--- src/sv/cpp_pkg.sv ---
// ----------------------------------------------------------------------------
// cpp_pkg
// Types, constants and helpers shared by the circle point generator.
// ----------------------------------------------------------------------------
package cpp_pkg;

  localparam int MaxSegmentsDefault = 64;
  localparam int CordicStepsDefault = 16;
  localparam int AtanDepth          = 24;
  localparam logic signed [33:0] CordicGain = 34'sd652032874;
  localparam logic signed [33:0] OneQ30     = 34'sd1073741824;

  typedef struct packed {
    logic signed [31:0] center_x;
    logic signed [31:0] center_y;
    logic signed [31:0] center_z;
    logic        [30:0] radius;
    logic        [6:0]  segments;
  } req_t;

  typedef struct packed {
    logic signed [31:0] point_x;
    logic signed [31:0] point_y;
    logic signed [31:0] point_z;
    logic signed [15:0] normal_x;
    logic signed [15:0] normal_z;
    logic               last_point;
  } res_t;

  typedef enum logic [3:0] {
    ST_IDLE, ST_DIV, ST_PREP, ST_CORDIC, ST_ROT, ST_MUL_X, ST_MUL_Z,
    ST_SUM, ST_OUT
  } state_t;

  typedef struct packed {
    logic        start;
    logic [31:0] dividend_hi;
    logic [6:0]  divisor;
  } div_cmd_t;

  function automatic logic [31:0] atan_lookup(input logic [4:0] i);
    logic [31:0] v;
    unique case (i)
      5'd0:  v = 32'h20000000; 5'd1:  v = 32'h12E4051E;
      5'd2:  v = 32'h09FB385B; 5'd3:  v = 32'h051111D4;
      5'd4:  v = 32'h028B0D43; 5'd5:  v = 32'h0145D7E1;
      5'd6:  v = 32'h00A2F61E; 5'd7:  v = 32'h00517C55;
      5'd8:  v = 32'h0028BE53; 5'd9:  v = 32'h00145F2F;
      5'd10: v = 32'h000A2F98; 5'd11: v = 32'h000517CC;
      5'd12: v = 32'h00028BE6; 5'd13: v = 32'h000145F3;
      5'd14: v = 32'h0000A2F9; 5'd15: v = 32'h0000517D;
      5'd16: v = 32'h000028BE; 5'd17: v = 32'h0000145F;
      5'd18: v = 32'h00000A30; 5'd19: v = 32'h00000518;
      5'd20: v = 32'h0000028C; 5'd21: v = 32'h00000146;
      5'd22: v = 32'h000000A3; 5'd23: v = 32'h00000051;
      default: v = 32'h0;
    endcase
    return v;
  endfunction

endpackage

--- src/sv/cpp_divider.sv ---
// ----------------------------------------------------------------------------
// cpp_divider
// Bit-serial restoring divider: floor((k*2^32 + floor(N/2)) / N), one
// quotient bit per cycle.
// ----------------------------------------------------------------------------
module cpp_divider
  import cpp_pkg::*;
(
  input  logic        clk,
  input  logic        rst,
  input  div_cmd_t    cmd,
  output logic        busy,
  output logic [31:0] quotient
);

  // Dividend is {k, 32'b0} + floor(N/2); only the low 32 quotient bits matter.
  logic [63:0] dividend;
  logic [7:0]  rem;
  logic [5:0]  count;
  logic [7:0]  trial;

  assign trial = {rem[6:0], dividend[63]};

  always_ff @(posedge clk) begin
    if (rst) begin
      busy  <= 1'b0;
      count <= '0;
    end else if (cmd.start) begin
      busy     <= 1'b1;
      count    <= 6'd63;
      rem      <= '0;
      dividend <= {cmd.dividend_hi, 26'd0, cmd.divisor[6:1]};
    end else if (busy) begin
      dividend <= {dividend[62:0], 1'b0};
      if (trial >= {1'b0, cmd.divisor}) begin
        rem      <= trial - {1'b0, cmd.divisor};
        quotient <= {quotient[30:0], 1'b1};
      end else begin
        rem      <= trial;
        quotient <= {quotient[30:0], 1'b0};
      end
      if (count == '0) begin
        busy <= 1'b0;
      end
      count <= count - 6'd1;
    end
  end

endmodule

--- src/sv/cpp_cordic.sv ---
// ----------------------------------------------------------------------------
// cpp_cordic
// Rotation-mode CORDIC, one micro-rotation per cycle, with quadrant fold.
// ----------------------------------------------------------------------------
module cpp_cordic
  import cpp_pkg::*;
#(
  parameter int CORDIC_STEPS = CordicStepsDefault
) (
  input  logic                clk,
  input  logic                rst,
  input  logic                start,
  input  logic [31:0]         phase,
  output logic                busy,
  output logic signed [33:0]  sin_q30,
  output logic signed [33:0]  cos_q30
);

  localparam int IW = $clog2(CORDIC_STEPS + 1);

  logic signed [33:0] x, y, z;
  logic [1:0]         quad;
  logic [IW-1:0]      step;
  logic [31:0]        qsum;
  logic [31:0]        resid;
  logic signed [33:0] dx, dy, at, c, s;

  assign qsum  = phase + 32'h20000000;
  assign resid = phase - {qsum[31:30], 30'd0};
  assign dx    = y >>> step;
  assign dy    = x >>> step;
  assign at    = $signed({2'b00, atan_lookup(5'(step))});

  always_ff @(posedge clk) begin
    if (rst) begin
      busy <= 1'b0;
      step <= '0;
    end else if (start) begin
      busy <= 1'b1;
      step <= '0;
      quad <= qsum[31:30];
      x    <= CordicGain;
      y    <= '0;
      z    <= 34'($signed(resid));
    end else if (busy) begin
      if (!z[33]) begin
        x <= x - dx; y <= y + dy; z <= z - at;
      end else begin
        x <= x + dx; y <= y - dy; z <= z + at;
      end
      if (step == IW'(CORDIC_STEPS - 1)) begin
        busy <= 1'b0;
      end
      step <= step + IW'(1);
    end
  end

  always_comb begin
    unique case (quad)
      2'd0: begin c = x;  s = y;  end
      2'd1: begin c = -y; s = x;  end
      2'd2: begin c = -x; s = -y; end
      default: begin c = y; s = -x; end
    endcase
    cos_q30 = (c > OneQ30) ? OneQ30 : ((c < -OneQ30) ? -OneQ30 : c);
    sin_q30 = (s > OneQ30) ? OneQ30 : ((s < -OneQ30) ? -OneQ30 : s);
  end

endmodule

--- src/sv/circle_points_on_plane_core.sv ---
// ----------------------------------------------------------------------------
// circle_points_on_plane_core
// Emits the points and normals of a horizontal circle, one per segment.
// ----------------------------------------------------------------------------
// Channel | Signals                    | Payload
// req     | req_valid / req_ready      | req_t (centre, radius, segments)
// res     | res_valid / res_ready      | res_t (point, normal, last flag)
//
// Each point runs through these steps: the sequencer starts the divider, the
// bit-serial divider forms the phase, the CORDIC unit forms sine and cosine,
// and the sequencer then latches them, multiplies twice, sums and presents
// the result. One request is handled at a time; a stalled result holds the
// sequencer. Reset (synchronous) returns the sequencer to idle.
// ----------------------------------------------------------------------------
module circle_points_on_plane_core
  import cpp_pkg::*;
#(
  parameter int MAX_SEGMENTS = MaxSegmentsDefault,
  parameter int CORDIC_STEPS = CordicStepsDefault
) (
  input  logic clk,
  input  logic rst,
  input  logic req_valid,
  output logic req_ready,
  input  req_t req,
  output logic res_valid,
  input  logic res_ready,
  output res_t res
);

  state_t state, state_next;
  req_t   held;
  logic [6:0] seg_n, k;
  div_cmd_t dcmd;
  logic div_busy, cor_busy, cor_start;
  logic [31:0] mag;
  logic signed [33:0] sin_v, cos_v;
  logic signed [33:0] sin_r, cos_r;
  logic signed [65:0] prod;
  logic signed [33:0] sx, sz;
  logic signed [33:0] off;
  logic [6:0] nreq;

  assign nreq = (req.segments > 7'(MAX_SEGMENTS)) ? 7'(MAX_SEGMENTS) : req.segments;
  assign dcmd.start       = (state == ST_PREP);
  assign dcmd.dividend_hi = {25'd0, k};
  assign dcmd.divisor     = seg_n;
  assign cor_start        = (state == ST_DIV) && !div_busy && !dcmd.start;

  cpp_divider u_div (
    .clk(clk), .rst(rst), .cmd(dcmd), .busy(div_busy), .quotient(mag)
  );

  cpp_cordic #(.CORDIC_STEPS(CORDIC_STEPS)) u_cordic (
    .clk(clk), .rst(rst), .start(cor_start), .phase(32'd0 - mag),
    .busy(cor_busy), .sin_q30(sin_v), .cos_q30(cos_v)
  );

  always_ff @(posedge clk) begin
    if (rst) begin
      state <= ST_IDLE;
    end else begin
      state <= state_next;
    end
  end

  always_comb begin
    state_next = state;
    req_ready  = 1'b0;
    unique case (state)
      ST_IDLE: begin
        req_ready = 1'b1;
        if (req_valid && req.segments != 7'd0) state_next = ST_PREP;
      end
      ST_PREP:   state_next = ST_DIV;
      ST_DIV:    if (!div_busy) state_next = ST_CORDIC;
      ST_CORDIC: if (!cor_busy) state_next = ST_ROT;
      ST_ROT:    state_next = ST_MUL_X;
      ST_MUL_X:  state_next = ST_MUL_Z;
      ST_MUL_Z:  state_next = ST_SUM;
      ST_SUM:    state_next = ST_OUT;
      ST_OUT: begin
        if (res_ready) state_next = (k == seg_n - 7'd1) ? ST_IDLE : ST_PREP;
      end
      default:   state_next = ST_IDLE;
    endcase
  end

  // One 32x34 multiply per cycle, shared by the x and z offsets.
  assign prod = $signed({1'b0, held.radius}) * (state == ST_MUL_X ? sin_r : cos_r);
  assign off  = 34'((prod + 66'sd536870912) >>> 30);

  function automatic logic signed [31:0] sat32(input logic signed [33:0] v);
    if (v > 34'sd2147483647) return 32'h7FFFFFFF;
    if (v < -34'sd2147483648) return 32'h80000000;
    return v[31:0];
  endfunction

  function automatic logic signed [15:0] to_q14(input logic signed [33:0] v);
    logic signed [33:0] t;
    t = (v + 34'sd32768) >>> 16;
    if (t > 34'sd16384) return 16'sd16384;
    if (t < -34'sd16384) return -16'sd16384;
    return t[15:0];
  endfunction

  always_ff @(posedge clk) begin
    if (state == ST_IDLE && req_valid) begin
      held  <= req;
      seg_n <= nreq;
      k     <= '0;
    end
    if (state == ST_ROT) begin
      sin_r <= sin_v;
      cos_r <= cos_v;
    end
    if (state == ST_MUL_X) sx <= 34'($signed(held.center_x)) + off;
    if (state == ST_MUL_Z) sz <= 34'($signed(held.center_z)) + off;
    if (state == ST_SUM) begin
      res.point_x    <= sat32(sx);
      res.point_y    <= held.center_y;
      res.point_z    <= sat32(sz);
      res.normal_x   <= to_q14(sin_r);
      res.normal_z   <= to_q14(cos_r);
      res.last_point <= (k == seg_n - 7'd1);
    end
    if (state == ST_OUT && res_ready) k <= k + 7'd1;
  end

  assign res_valid = (state == ST_OUT);

endmodule

--- config.mk ---
export PLATFORM = sky130hd
export DESIGN_NAME = circle_points_on_plane_core
export DESIGN_NICKNAME = d
export VERILOG_FILES = /design/src/sv/cpp_pkg.sv /design/src/sv/cpp_divider.sv /design/src/sv/cpp_cordic.sv /design/src/sv/circle_points_on_plane_core.sv
export SDC_FILE = /design/constraint.sdc
export NUM_CORES = 2
export LEC_CHECK = 0
export ABC_AREA = 1
export BUFFER_PORTS_ARGS = -buffer_cell sky130_fd_sc_hd__buf_2
export CAP_MARGIN = 20
export CORE_AREA = 2 2 428 430
export CTS_CLUSTER_DIAMETER = 50
export DETAILED_ROUTE_END_ITERATION = 10
export DIE_AREA = 0 0 430 432
export SYNTH_ARGS = -nofsm -noshare
export SYNTH_HDL_FRONTEND = slang
export SYNTH_SLANG_ARGS = --single-unit
export TNS_END_PERCENT = 5
--- constraint.sdc ---
create_clock -name clk -period 21.2 [get_ports clk]
set_input_delay 0 -clock clk [delete_from_list [all_inputs] [get_ports clk]]
set_output_delay 0 -clock clk [all_outputs]
set_load 0.02 [all_outputs]
==> metrics.md <==
| Metric | Value |
|---|---|
| Outcome | `completed` |
| Cell area after layout | `90800 sq um` |
| Cell taking the most area after synthesis | `fa_1` |
| Xor/xnor share of the synthesized area | `3.03%` |
| Layout cells sized above 1 | `7.73%` |
| Syn avg cell area | `8.17 sq um` |
| GRT met1 Usage | `40.3%` |
| Critical-path top delay cell | `o21ai_0` |
| Worst-Skew Late Latency | `780 ps` |
| GRT busiest layer | `met2` |
| Sequential share of the synthesized area | `23.9%` |
| Mux share of post-synthesis cell area | `0%` |
| Most used cell, CP | `nand2_1` |
| DR DRC count | `0` |
| CP max FO | `53` |
| CTS Hold Buffers Added | `258` |
| Total CTS buffers | `96` |
| Worst-Margin Slew | `1220 ps` |
| Fin crit period | `12140 ps` |
| Syn Std Cell Area | `81100 sq um` |
| Vias in the first global route | `72500` |
| Starting DRT DRC Count | `6279` |
| DRT antenna net count | `0` |
| Data required, critical path | `21730 ps` |
| CTS H-tree lvls | `3` |
| Synth-to-Final Area Change | `12.0%` |
| Initial Utilization | `44.6%` |
| Adder-Cell Fraction of Synth Area | `33.4%` |
| Worst EP arrival | `12670 ps` |
| Area after DPL | `84900 sq um` |
| Critical Path End Type | `flip-flop` |
| Simple-gate area share of the yosys netlist | `21.5%` |
| Final net count | `12000` |
| Final hold violation count | `0` |
| Largest net degree at the start of global routing | `135` |
| Fmax | `82.4 MHz` |
| R2r setup slk | `9060 ps` |
| Area of the core | `182000 sq um` |
| Number of flops mapped to enable cells by yosys | `613` |
| Final Skew | `94.2 ps` |
| DR pass1 iterations | `7` |
| Final Slew Violations | `0` |
| FF+latch count, synth | `660` |
| CTS sink cnt | `660` |
| Worst Setup Start Kind | `flip-flop` |
| Unrepaired setup endpoints after global routing | `false` |
| Largest family of logic cells by synthesized area | `adder cells` |
| Buffers on Ports | `268` |
| Top_reg_cell synth | `edfxtp_1` |
| Worst path max stage delay | `680 ps` |
| Std cell rows | `157` |
| Commonest non-fill, non-tap cell in the layout | `nand2_1` |
| Worst R2R End | `sx[26]$_DFFE_PP_` |
| Gpl congestion | `0.976` |
| Final wirelength | `301000 um` |
| Synth area leaders | `fa_1 27%, edfxtp_1 23%, nand2_1 8.6%, inv_1 8.1%, nor2_1 6.4%` |
| Synth Area in Compound Gates | `8.01%` |
| Worst slew margin | `18.3%` |
| Critical R2R Launch | `state[1]$_SDFFE_PP0P_` |
| Final period util | `57.2%` |
| Pre-CTS setup slack | `9170 ps` |
| CTS clock-pin slew for the worst setup and hold paths | `50 ps` |
| Max cap viols | `0` |
| Routed len/inst | `23.5 um` |
| Die area | `186000 sq um` |
| Filler Cell Count | `17400` |
| Setup violators final | `0` |
| Chip Height | `432 um` |
| Share of the synthesized area in the top cell type | `27.0%` |
| Crit Path Class | `reg -> reg` |
| Post-synthesis cell count | `9923` |
| Worst Setup SP | `state[1]$_SDFFE_PP0P_` |
| CTS tree | `done` |
| CTS root buf | `clkbuf_16` |
| Most frequent cells in the layout | `1853 x nand2_1, 1734 x inv_1, 1376 x nor2_1, 1095 x fa_1, 613 x edfxtp_1` |
| Io pins | `269` |
| DPL Wire Length | `238000 um` |
| Max Buffers Root-to-Sink | `3` |
| Chip width | `430 um` |
| Setup ws final | `9060 ps` |
| Met3 usage | `5.32%` |
| All-layer global routing usage | `32.6%` |
| Fin Setup TNS | `0 ps` |
| Via density | `5.49` |
| Syn_nets | `11600` |
| Total number of vias | `70200` |
| Initial antenna violation count | `8` |
| YS warnings | `0` |
| Setup Fix Bufs, Post-CTS | `0` |
| First-pass GRT wire length | `453000 um` |
| CTS resizes | `0` |
| Total global routing overflow | `0` |
| Register-to-Register Path Depth | `43` |
| Met2 Track Usage GR | `53.8%` |
| Netlist cell types | `72` |
| Hold slack | `38.2 ps` |
| Crit path capture | `sx[26]$_DFFE_PP_` |
| Hold Path Class | `in -> reg` |
| Ys async rst share | `0%` |
worst min path at each step:
stage / start / to / cells past startpoint
floorplan: req[100] / held[100]$_DFFE_PP_ / 0
global placement: req[69] / held[69]$_DFFE_PP_ / 1
detailed placement: req[50] / held[50]$_DFFE_PP_ / 1
CTS: req[105] / held[105]$_DFFE_PP_ / 2
global route: req[21] / held[21]$_DFFE_PP_ / 2
finish: req[21] / held[21]$_DFFE_PP_ / 2
critical path, delay by kind of cell (launching register included):
family                     cells  cell delay (ps)
adders and majority gates     10             4750
AOI/OAI and AO/OA              8             2140
buffers and inverters          9             2110
and+or+nand+nor               15             1980
DFF                            1              410
xor gates and xnor gates       1              410
registers in the layout (all words and copies together) (netlist names), 32 cells and up:
register	cells
u_div.quotient	32
held	127
sx	34
sin_r	34
cos_r	34
res	129
u_div.dividend	64
u_cordic.x	34
u_cordic.y	34
sz	34
u_cordic.z	34
cell families after synthesis:
| group | Yosys count |
|---|---|
| compound gates | 1159 |
| simple gates | 4173 |
| buf+inv | 2144 |
| fa+ha+maj | 1507 |
| flops | 660 |
| xor+xnor | 280 |
per-layer routing:
layer | wire length (um) | up-vias
li1 | - | 32000
met1 | 117000 | 34600
met2 | 142000 | 2773
met3 | 20700 | 825
met4 | 21300 | 6
met5 | 41 | -
synth_stat cells (39+ instances only):
library cell  number
xor2_1           204
ha_1             412
a31oi_1           49
nor2_2            74
fa_1            1095
buf_2             52
edfxtp_1         613
nor2_1          1381
nor3_1            66
nand3_1          572
clkbuf_1         242
nand4_1           75
nand2_1         1855
xnor2_1           75
a21oi_1          460
or2_2             39
dfxtp_1           47
o21ai_1           55
o21ai_0          379
inv_1           1745
per-stage QoR:
step / instances / util, %
final: 12800 / 50.0
after global placement: 12300 / 46.7
after global routing: 12800 / 50.0
after CTS: 12800 / 50.0
after detailed placement: 12300 / 46.7
after floorplan: 9923 / -
area by class of cell:
cell class                 instances  area, sq um  share of cell area (%)
multi-input combinational       7119        53600                    59.1
sequential                       660        19400                    21.3
inverter                        1798         6750                    7.44
timing repair buffer             635         4760                    5.24
tap                             2385         2980                    3.29
clock buffer                     111         2510                    2.76
clock inverter                    69          806                   0.887
antenna                            4         10.0                  0.0110
Power is not shown: default switching activity piles up to over one toggle a cycle in this logic, so the estimate is an artifact.
